**src/rtl/core/cdsp_pkg.sv**
```systemverilog
// shared constants, codes and word types for the countdown delay slot pool
`default_nettype none
package cdsp_pkg;

	// pool geometry
	localparam int SLOTS = 20;
	localparam int SLOT_W = (SLOTS > 1) ? $clog2(SLOTS) : 1;
	localparam int CNT_W = $clog2(SLOTS + 1);

	// fixed field widths
	localparam int MASK_W = 20;
	localparam int DELAY_W = 32;
	localparam int IDX_W = 5;
	localparam int PERIOD_W = 16;
	localparam logic [PERIOD_W-1:0] PERIOD_RESET = 16'd500;

	// operation codes
	localparam logic [1:0] MODE_TICK = 2'd0;
	localparam logic [1:0] MODE_ALLOC = 2'd1;
	localparam logic [1:0] MODE_RELEASE = 2'd2;
	localparam logic [1:0] MODE_CLEAR = 2'd3;

	typedef struct packed {
		logic [1:0]         mode;
		logic [DELAY_W-1:0] delay_ticks;
		logic [IDX_W-1:0]   slot_index;
	} req_word_t;

	typedef struct packed {
		logic              alloc_ok;
		logic [IDX_W-1:0]  alloc_slot;
		logic [MASK_W-1:0] done_mask;
		logic [MASK_W-1:0] busy_mask;
		logic              period_flag;
	} rsp_word_t;

	// prescaler commands from the sequencer
	typedef struct packed {
		logic tick;
		logic clear;
	} psc_ctrl_t;

endpackage
`default_nettype wire

```
**src/rtl/core/cdsp_count_ram.sv**
```systemverilog
// slot countdown memory, one write port and one registered read port
`default_nettype none
module cdsp_count_ram (
	input  wire logic                        clk,
	input  wire logic                        we,
	input  wire logic [cdsp_pkg::SLOT_W-1:0] waddr,
	input  wire logic [cdsp_pkg::DELAY_W-1:0] wdata,
	input  wire logic                        re,
	input  wire logic [cdsp_pkg::SLOT_W-1:0] raddr,
	output logic      [cdsp_pkg::DELAY_W-1:0] rdata
);
	import cdsp_pkg::*;

	logic [DELAY_W-1:0] mem [SLOTS];

	// write port
	always_ff @(posedge clk) begin
		if (we) begin
			mem[waddr] <= wdata;
		end
	end

	// registered read port
	always_ff @(posedge clk) begin
		if (re) begin
			rdata <= mem[raddr];
		end
	end

endmodule
`default_nettype wire

```
**src/rtl/core/cdsp_prescaler.sv**
```systemverilog
// tick prescaler with period register and sticky period flag
`default_nettype none
module cdsp_prescaler (
	input  wire logic                         clk,
	input  wire logic                         arst_n,
	input  wire logic                         cfg_we,
	input  wire logic [cdsp_pkg::PERIOD_W-1:0] cfg_wdata,
	input  wire cdsp_pkg::psc_ctrl_t          ctrl,
	output logic                              flag
);
	import cdsp_pkg::*;

	logic [PERIOD_W-1:0] period_q;
	logic [PERIOD_W-1:0] count_q;
	logic                flag_q;
	logic [PERIOD_W:0]   next_count;
	logic                wrap;

	// count plus one against the period
	assign next_count = {1'b0, count_q} + (PERIOD_W+1)'(1);
	assign wrap = next_count >= {1'b0, period_q};

	// period register
	always_ff @(posedge clk or negedge arst_n) begin
		if (!arst_n) begin
			period_q <= PERIOD_RESET;
		end else if (cfg_we) begin
			period_q <= cfg_wdata;
		end
	end

	// prescale counter and sticky flag
	always_ff @(posedge clk or negedge arst_n) begin
		if (!arst_n) begin
			count_q <= '0;
			flag_q <= 1'b0;
		end else if (ctrl.tick) begin
			if (wrap) begin
				count_q <= '0;
				flag_q <= 1'b1;
			end else begin
				count_q <= next_count[PERIOD_W-1:0];
			end
		end else if (ctrl.clear) begin
			flag_q <= 1'b0;
		end
	end

	assign flag = flag_q;

endmodule
`default_nettype wire

```
**src/rtl/core/countdown_delay_slot_pool_top.sv**
```systemverilog
// Countdown delay slot pool: tick walks all slot counts through a one-port-read memory.
// Tick: the walk reads every slot count, then the finish state loads the result register.
// Allocate, release, clear go straight to the finish state; a new item is taken back in idle.
// The next item is taken while a result waits in the output register.
// arst_n clears all slots to free, the prescaler and flag; period resets to 500.
// The count memory needs no clearing pass: counts are only used for slots in use.
`default_nettype none
module countdown_delay_slot_pool_top (
	input  wire logic                         clk,
	input  wire logic                         arst_n,
	input  wire logic                         cfg_we,
	input  wire logic [cdsp_pkg::PERIOD_W-1:0] cfg_wdata,
	input  wire logic                         req_valid,
	output logic                              req_stall,
	input  wire cdsp_pkg::req_word_t          req_word,
	output logic                              rsp_valid,
	input  wire logic                         rsp_stall,
	output cdsp_pkg::rsp_word_t               rsp_word
);
	import cdsp_pkg::*;

	localparam logic [1:0] ST_IDLE = 2'd0;
	localparam logic [1:0] ST_WALK = 2'd1;
	localparam logic [1:0] ST_FIN = 2'd2;

	logic [1:0]         state_q;
	logic [CNT_W-1:0]   cnt_q;
	logic               rd_vld_s1;
	logic [SLOT_W-1:0]  rd_idx_s1;
	logic [SLOTS-1:0]   in_use_q;
	logic [SLOTS-1:0]   expired_q;
	logic               ok_q;
	logic [IDX_W-1:0]   slot_q;
	logic               rsp_valid_q;
	rsp_word_t          rsp_q;

	logic               accept;
	logic               free_any;
	logic [SLOT_W-1:0]  free_idx;
	logic               rd_issue;
	logic               we;
	logic [SLOT_W-1:0]  waddr;
	logic [DELAY_W-1:0] wdata;
	logic [DELAY_W-1:0] rdata;
	logic               rel_ok;
	logic               out_free;
	logic               period_flag;
	psc_ctrl_t          psc_ctrl;
	logic [MASK_W+SLOTS-1:0] busy_wide;
	logic [MASK_W+SLOTS-1:0] done_wide;

	assign accept = req_valid && (state_q == ST_IDLE);
	assign req_stall = (state_q != ST_IDLE);
	assign out_free = !rsp_valid_q || !rsp_stall;
	assign rel_ok = {1'b0, req_word.slot_index} < (IDX_W+1)'(SLOTS);

	// lowest free slot
	always_comb begin
		free_any = 1'b0;
		free_idx = '0;
		for (int i = SLOTS - 1; i >= 0; i--) begin
			if (!in_use_q[i]) begin
				free_any = 1'b1;
				free_idx = SLOT_W'(i);
			end
		end
	end

	// walk issues one read per cycle
	assign rd_issue = (state_q == ST_WALK) && (cnt_q < CNT_W'(SLOTS));

	// memory write: allocate load or walk write-back
	always_comb begin
		we = 1'b0;
		waddr = rd_idx_s1;
		wdata = rdata - DELAY_W'(1);
		if (accept && req_word.mode == MODE_ALLOC) begin
			we = free_any;
			waddr = free_idx;
			wdata = req_word.delay_ticks;
		end else if (rd_vld_s1) begin
			we = in_use_q[rd_idx_s1] && (rdata != '0);
		end
	end

	cdsp_count_ram u_ram (
		.clk   (clk),
		.we    (we),
		.waddr (waddr),
		.wdata (wdata),
		.re    (rd_issue),
		.raddr (cnt_q[SLOT_W-1:0]),
		.rdata (rdata)
	);

	// prescaler commands
	assign psc_ctrl.tick = accept && (req_word.mode == MODE_TICK);
	assign psc_ctrl.clear = accept && (req_word.mode == MODE_CLEAR);

	cdsp_prescaler u_psc (
		.clk       (clk),
		.arst_n    (arst_n),
		.cfg_we    (cfg_we),
		.cfg_wdata (cfg_wdata),
		.ctrl      (psc_ctrl),
		.flag      (period_flag)
	);

	// sequencer
	always_ff @(posedge clk or negedge arst_n) begin
		if (!arst_n) begin
			state_q <= ST_IDLE;
			cnt_q <= '0;
			rd_vld_s1 <= 1'b0;
		end else begin
			rd_vld_s1 <= rd_issue;
			case (state_q)
				ST_IDLE: begin
					if (accept) begin
						cnt_q <= '0;
						state_q <= (req_word.mode == MODE_TICK) ? ST_WALK : ST_FIN;
					end
				end
				ST_WALK: begin
					if (rd_issue) begin
						cnt_q <= cnt_q + CNT_W'(1);
					end else if (rd_vld_s1) begin
						state_q <= ST_FIN;
					end
				end
				ST_FIN: begin
					if (out_free) begin
						state_q <= ST_IDLE;
					end
				end
				default: begin
					state_q <= ST_IDLE;
				end
			endcase
		end
	end

	// read index pipeline
	always_ff @(posedge clk) begin
		rd_idx_s1 <= cnt_q[SLOT_W-1:0];
	end

	// slot status bits
	always_ff @(posedge clk or negedge arst_n) begin
		if (!arst_n) begin
			in_use_q <= '0;
			expired_q <= '0;
		end else if (accept && req_word.mode == MODE_ALLOC) begin
			if (free_any) begin
				in_use_q[free_idx] <= 1'b1;
				expired_q[free_idx] <= 1'b0;
			end
		end else if (accept && req_word.mode == MODE_RELEASE) begin
			if (rel_ok) begin
				in_use_q[req_word.slot_index[SLOT_W-1:0]] <= 1'b0;
				expired_q[req_word.slot_index[SLOT_W-1:0]] <= 1'b0;
			end
		end else if (rd_vld_s1) begin
			if (in_use_q[rd_idx_s1] && (rdata <= DELAY_W'(1))) begin
				expired_q[rd_idx_s1] <= 1'b1;
			end
		end
	end

	// allocation outcome
	always_ff @(posedge clk) begin
		if (accept) begin
			ok_q <= (req_word.mode == MODE_ALLOC) && free_any;
			slot_q <= ((req_word.mode == MODE_ALLOC) && free_any) ? IDX_W'(free_idx) : '0;
		end
	end

	// masks trimmed or padded to the fixed width
	assign busy_wide = {{MASK_W{1'b0}}, in_use_q};
	assign done_wide = {{MASK_W{1'b0}}, expired_q};

	// output register
	always_ff @(posedge clk or negedge arst_n) begin
		if (!arst_n) begin
			rsp_valid_q <= 1'b0;
		end else if (state_q == ST_FIN && out_free) begin
			rsp_valid_q <= 1'b1;
		end else if (!rsp_stall) begin
			rsp_valid_q <= 1'b0;
		end
	end

	always_ff @(posedge clk) begin
		if (state_q == ST_FIN && out_free) begin
			rsp_q.alloc_ok <= ok_q;
			rsp_q.alloc_slot <= slot_q;
			rsp_q.done_mask <= done_wide[MASK_W-1:0];
			rsp_q.busy_mask <= busy_wide[MASK_W-1:0];
			rsp_q.period_flag <= period_flag;
		end
	end

	assign rsp_valid = rsp_valid_q;
	assign rsp_word = rsp_q;

`ifndef NO_ASSERTIONS
	a_done_needs_busy: assert property (@(posedge clk) disable iff (!arst_n)
		(expired_q & ~in_use_q) == '0)
		else $error("slot marked done while free");

	a_walk_read_in_walk: assert property (@(posedge clk) disable iff (!arst_n)
		rd_vld_s1 |-> (state_q == ST_WALK))
		else $error("walk read data outside the walk");

	a_result_from_fin: assert property (@(posedge clk) disable iff (!arst_n)
		$rose(rsp_valid_q) |-> $past(state_q == ST_FIN))
		else $error("result raised outside the finish state");
`endif

endmodule
`default_nettype wire
```
**config.mk**
```make
export PLATFORM = sky130hd
export DESIGN_NAME = countdown_delay_slot_pool_top
export DESIGN_NICKNAME = d
export VERILOG_FILES = /design/src/rtl/core/cdsp_pkg.sv /design/src/rtl/core/cdsp_count_ram.sv /design/src/rtl/core/cdsp_prescaler.sv /design/src/rtl/core/countdown_delay_slot_pool_top.sv
export SDC_FILE = /design/constraint.sdc
export NUM_CORES = 1
export LEC_CHECK = 0
export ABC_AREA = 1
export BUFFER_PORTS_ARGS = -buffer_cell sky130_fd_sc_hd__buf_4
export CAP_MARGIN = 20
export CORE_MARGIN = 1
export CORE_UTILIZATION = 45
export DETAILED_ROUTE_END_ITERATION = 16
export MAX_ROUTING_LAYER = met4
export SLEW_MARGIN = 20
export SYNTH_ARGS = -nofsm -noshare
export SYNTH_HDL_FRONTEND = slang
export SYNTH_HIERARCHICAL = 1
export SYNTH_SLANG_ARGS = --single-unit
```
**constraint.sdc**
```tcl
create_clock -name clk -period 3.4 [get_ports clk]
set_input_delay 0.51 -clock clk [delete_from_list [all_inputs] [get_ports clk]]
set_output_delay 0.51 -clock clk [all_outputs]
set_load 0.02 [all_outputs]
```
==> out/summary.md <==
After clock tree synthesis, the setup repair step added 0 buffers. For this design, the slowest cell found on the critical path is sky130_fd_sc_hd__dfxtp_1. By area the synthesized netlist is led by sky130_fd_sc_hd__edfxtp_1 (62%), sky130_fd_sc_hd__nand2_1 (11%), sky130_fd_sc_hd__nand3_1 (6.2%). TritonCTS built the clock tree.

The share of the synthesized area in the top cell type was 0.618; the synthesized area divided by synthesized cell count was 10.9 um2. The global-route congestion overflow total was 0. Chip width: 282 um. For the maximum clock frequency, the log shows 312 MHz. Among cell families on the critical path, the largest total delay comes from compound AO/OA/AOI/OAI gates. Setup repair after global routing left no endpoint under its margin. The leakage power figure is 15.2 nW. Half-perimeter wire length of the detailed placement result: 58.8 mm.

The number of library cell types mapped by synthesis was 56; the max capacitance violation total was 0. The mean routed wirelength per cell came out at 20.9 um. In this run the remaining antenna-violating nets after routing total 0. The final hold violation count is 0.

The number of buffers added on ports is 108, and the first-pass GRT wire length is 144 mm. The tree is rooted in a sky130_fd_sc_hd__clkbuf_16. The path type of the worst setup path is flop to flop. For the largest clock skew in the final design, the log shows 34.2 ps. Cell count after synthesis: 3237. The type of the most critical hold path is input pin to flop. The y dimension of the die is 282 um, and the biggest cell delay along the critical path is 470 ps.

For the count of endpoints failing setup in the final report, the log shows 0. The worst path meets setup with 191 ps of slack. 109 I/O pins were placed. The tools report the worst-case vdd ir drop as 1.07 mV. The signal on the critical path passes through inv_2 > nor2_4 > inv_2 > o22ai_1 > o21ai_1 > o211a_1 > a31oi_1 > o21ai_0 > o21ai_0 > buf_4 > nand3_1 > buf_4 > nor2_4 > buf_12.

For the layout filler cell count, the log shows 6767. Category of the worst setup path launch point: a flop. The tools report the count of inserted antenna diode cells as 0. The library cell used most frequently in the layout, excluding fill and tap cells, is sky130_fd_sc_hd__nand2_1. The logs give 0 for the number of design rule violations left after detail routing and 94.1 mm for the final wirelength. Before CTS, the worst setup slack after placement is 162 ps. The H-tree was split into 3 levels. After detailed routing, the number of vias per cell comes to 5.46. The run finished with clean final reports. The floorplan step defined a core boundary enclosing 77500 um2. The global-route usage over all layers was 0.248. The area overhead of the layout relative to synthesis was 15.2%; the clock slew seen by the registers of the worst setup and hold paths was 60 ps. For the worst-skew pair, the clock arrives at the later sink with an insertion delay of 660 ps. The share of layout cells above drive strength 1 came out at 0.129. The kind of capture point of the worst setup path is a flop. The final count of pins violating max slew was 0; the peak fanout along the critical path was 32.

The number of clock buffers inserted by TritonCTS is 86, and the number of iterations in the first detailed-routing pass is 6. The run gives 0.298 as the relative slew slack. After synthesis the netlist holds a flip-flop and latch count of 812. For the overall power consumption, the log shows 28.9 mW. The clock net in this run drives a total of 812 sinks. The total vias in the final route was 24600. The tools report the area of the die as 79400 um2. The floorplan has 102 rows. The maximum clock path buffer count is 3. When the netlist entered floorplanning its net count stood at 3317.

Initial antenna violation count: 0. Counting both buffers and inverters, the worst setup path holds a total of 5. The initial standard-cell utilization of the core was 0.455; the data arrival time of the critical path was 3520 ps. At the worst endpoint, the required time is 3710 ps. Final period utilization: 0.944.

The library cell occupying the most area in the post-synthesis netlist was sky130_fd_sc_hd__edfxtp_1. At the end of routability-driven placement, the weighted congestion stood at 0.960. The sequential-to-total area share from yosys stat came out at 0.680. During synthesis, Yosys emitted a total of 6 warnings. For this design the ratio of total power to cell area is 712 nW/um2. The run gives 3473 as the net count of the finished layout.

Via count of the first global-routing pass: 24200. Leaving out fill and tap cells, the most frequent cells in the layout are sky130_fd_sc_hd__nand2_1 (1065), sky130_fd_sc_hd__edfxtp_1 (725), sky130_fd_sc_hd__nand3_1 (438), sky130_fd_sc_hd__buf_4 (200), sky130_fd_sc_hd__nor2_1 (159). Subtracting the final worst setup slack from the clock period gives 3210 ps. The first routing iteration left 2571 violations. Entering global routing, the biggest net connects 166 pins.

Pin slew with the least headroom to its limit: 1050 ps. The synthesized netlist occupies a cell area of 35200 um2.
## through the flow
step	util	cells	instance area, um2	hold slack, ps	TNS [ps]
global placement	0.487	4344	37700	418	0
global route	0.524	4500	40600	65.4	0
detailed placement	0.487	4344	37700	409	0
CTS	0.524	4500	40600	34.4	0
floorplan	-	3237	35200	214	-229140
finish	0.524	4500	40600	68.0	0
## state kept, by name (all words and copies together), names as in the netlist, 2 cells and up
| signal | cells |
|---|---|
| state_q | 2 |
| cnt_q | 5 |
| expired_q | 20 |
| rd_idx_s1 | 5 |
| u_ram/mem | 640 |
| rsp_word | 47 |
| u_ram/rdata | 32 |
| in_use_q | 20 |
| u_psc/period_q | 16 |
| slot_q | 5 |
| u_psc/count_q | 16 |
## per-layer routing
layer | wire, um | GRT usage | share of wire
met4 | 3490 | 0.102 | 0.037
met1 | 40100 | 0.329 | 0.43
met3 | 6350 | 0.0291 | 0.067
met2 | 44100 | 0.387 | 0.47
met5 | 0 | - | 0
## logic make-up (layout without fill, tap and decap cells)
kind of cell,Yosys count,after routing,share of synthesized area
AOI/OAI and AO/OA,296,296,0.0470
xor gates and xnor gates,25,25,0.00622
adders and majority gates,20,20,0.00711
buffers and inverters,312,535,0.0485
DFF,812,812,0.680
muxes,2,2,0.000604
and+or+nand+nor,1770,1770,0.211
## synthesized netlist by cell type (all sizes together)
cell type  number
a21oi          42
a221oi          1
a22oi           1
a31o            1
a31oi          12
and3            1
buf           121
clkbuf         45
dfrtp          76
dfstp           6
dfxtp           5
edfxtp        725
ha             20
inv           146
mux2            1
mux2i           1
nand2        1073
nand3         439
nand3b          4
nand4          19
nor2          195
nor3           29
nor3b           1
nor4            5
o211a           1
o211ai          7
o21a            2
o21ai         177
o21bai          2
o221ai          1
o22ai          44
o31ai           2
o41ai           3
or2             4
xnor2           7
xor2           18
## power breakdown
group / switching (mW) / internal [mW]
clock network: 3.95 / 5.43
registers: 0.422 / 12.1
logic: 4.97 / 2.07
total: 9.34 / 19.6
## final timing paths
kind                            cells past startpoint  slack [ps]    startpoint           endpoint
worst max-delay path                               14         190  rd_idx_s1[0]    u_ram/mem[7][6]
worst min-delay path                                3          70  cfg_wdata[9]  u_psc/period_q[9]
worst max register to register                     14         190  rd_idx_s1[0]    u_ram/mem[7][6]
worst min register to register                      0         420     slot_q[4]       rsp_word[45]
max in group asynchronous                           3        2190        arst_n  u_psc/period_q[4]
min in group asynchronous                           2         400        arst_n      expired_q[12]
## repair_timing
| item | CTS | global route |
|---|---|---|
| hold buffers | 1 | 0 |
| endpoints found under the hold margin | 43 | 0 |
| endpoints found under the setup margin | 0 | 417 |
| resized for setup | 0 | 3 |
## worst reg2reg max path: cells and delay by family (launching register included)
kind,cells,cell delay [ps]
compound gates,6,1050
buf+inv,5,900
flops,1,470
simple gates,3,440
## cell type report
class / count / area [um2] / area share
Timing Repair Buffer: 234 / 2170 / 0.0535
Multi-Input combinational cell: 2113 / 9780 / 0.241
Inverter: 146 / 558 / 0.0138
Clock inverter: 54 / 603 / 0.0149
Tap cell: 1040 / 1300 / 0.0321
Sequential cell: 812 / 23900 / 0.590
Clock buffer: 101 / 2230 / 0.0549
(Power assumes the default switching activity.)
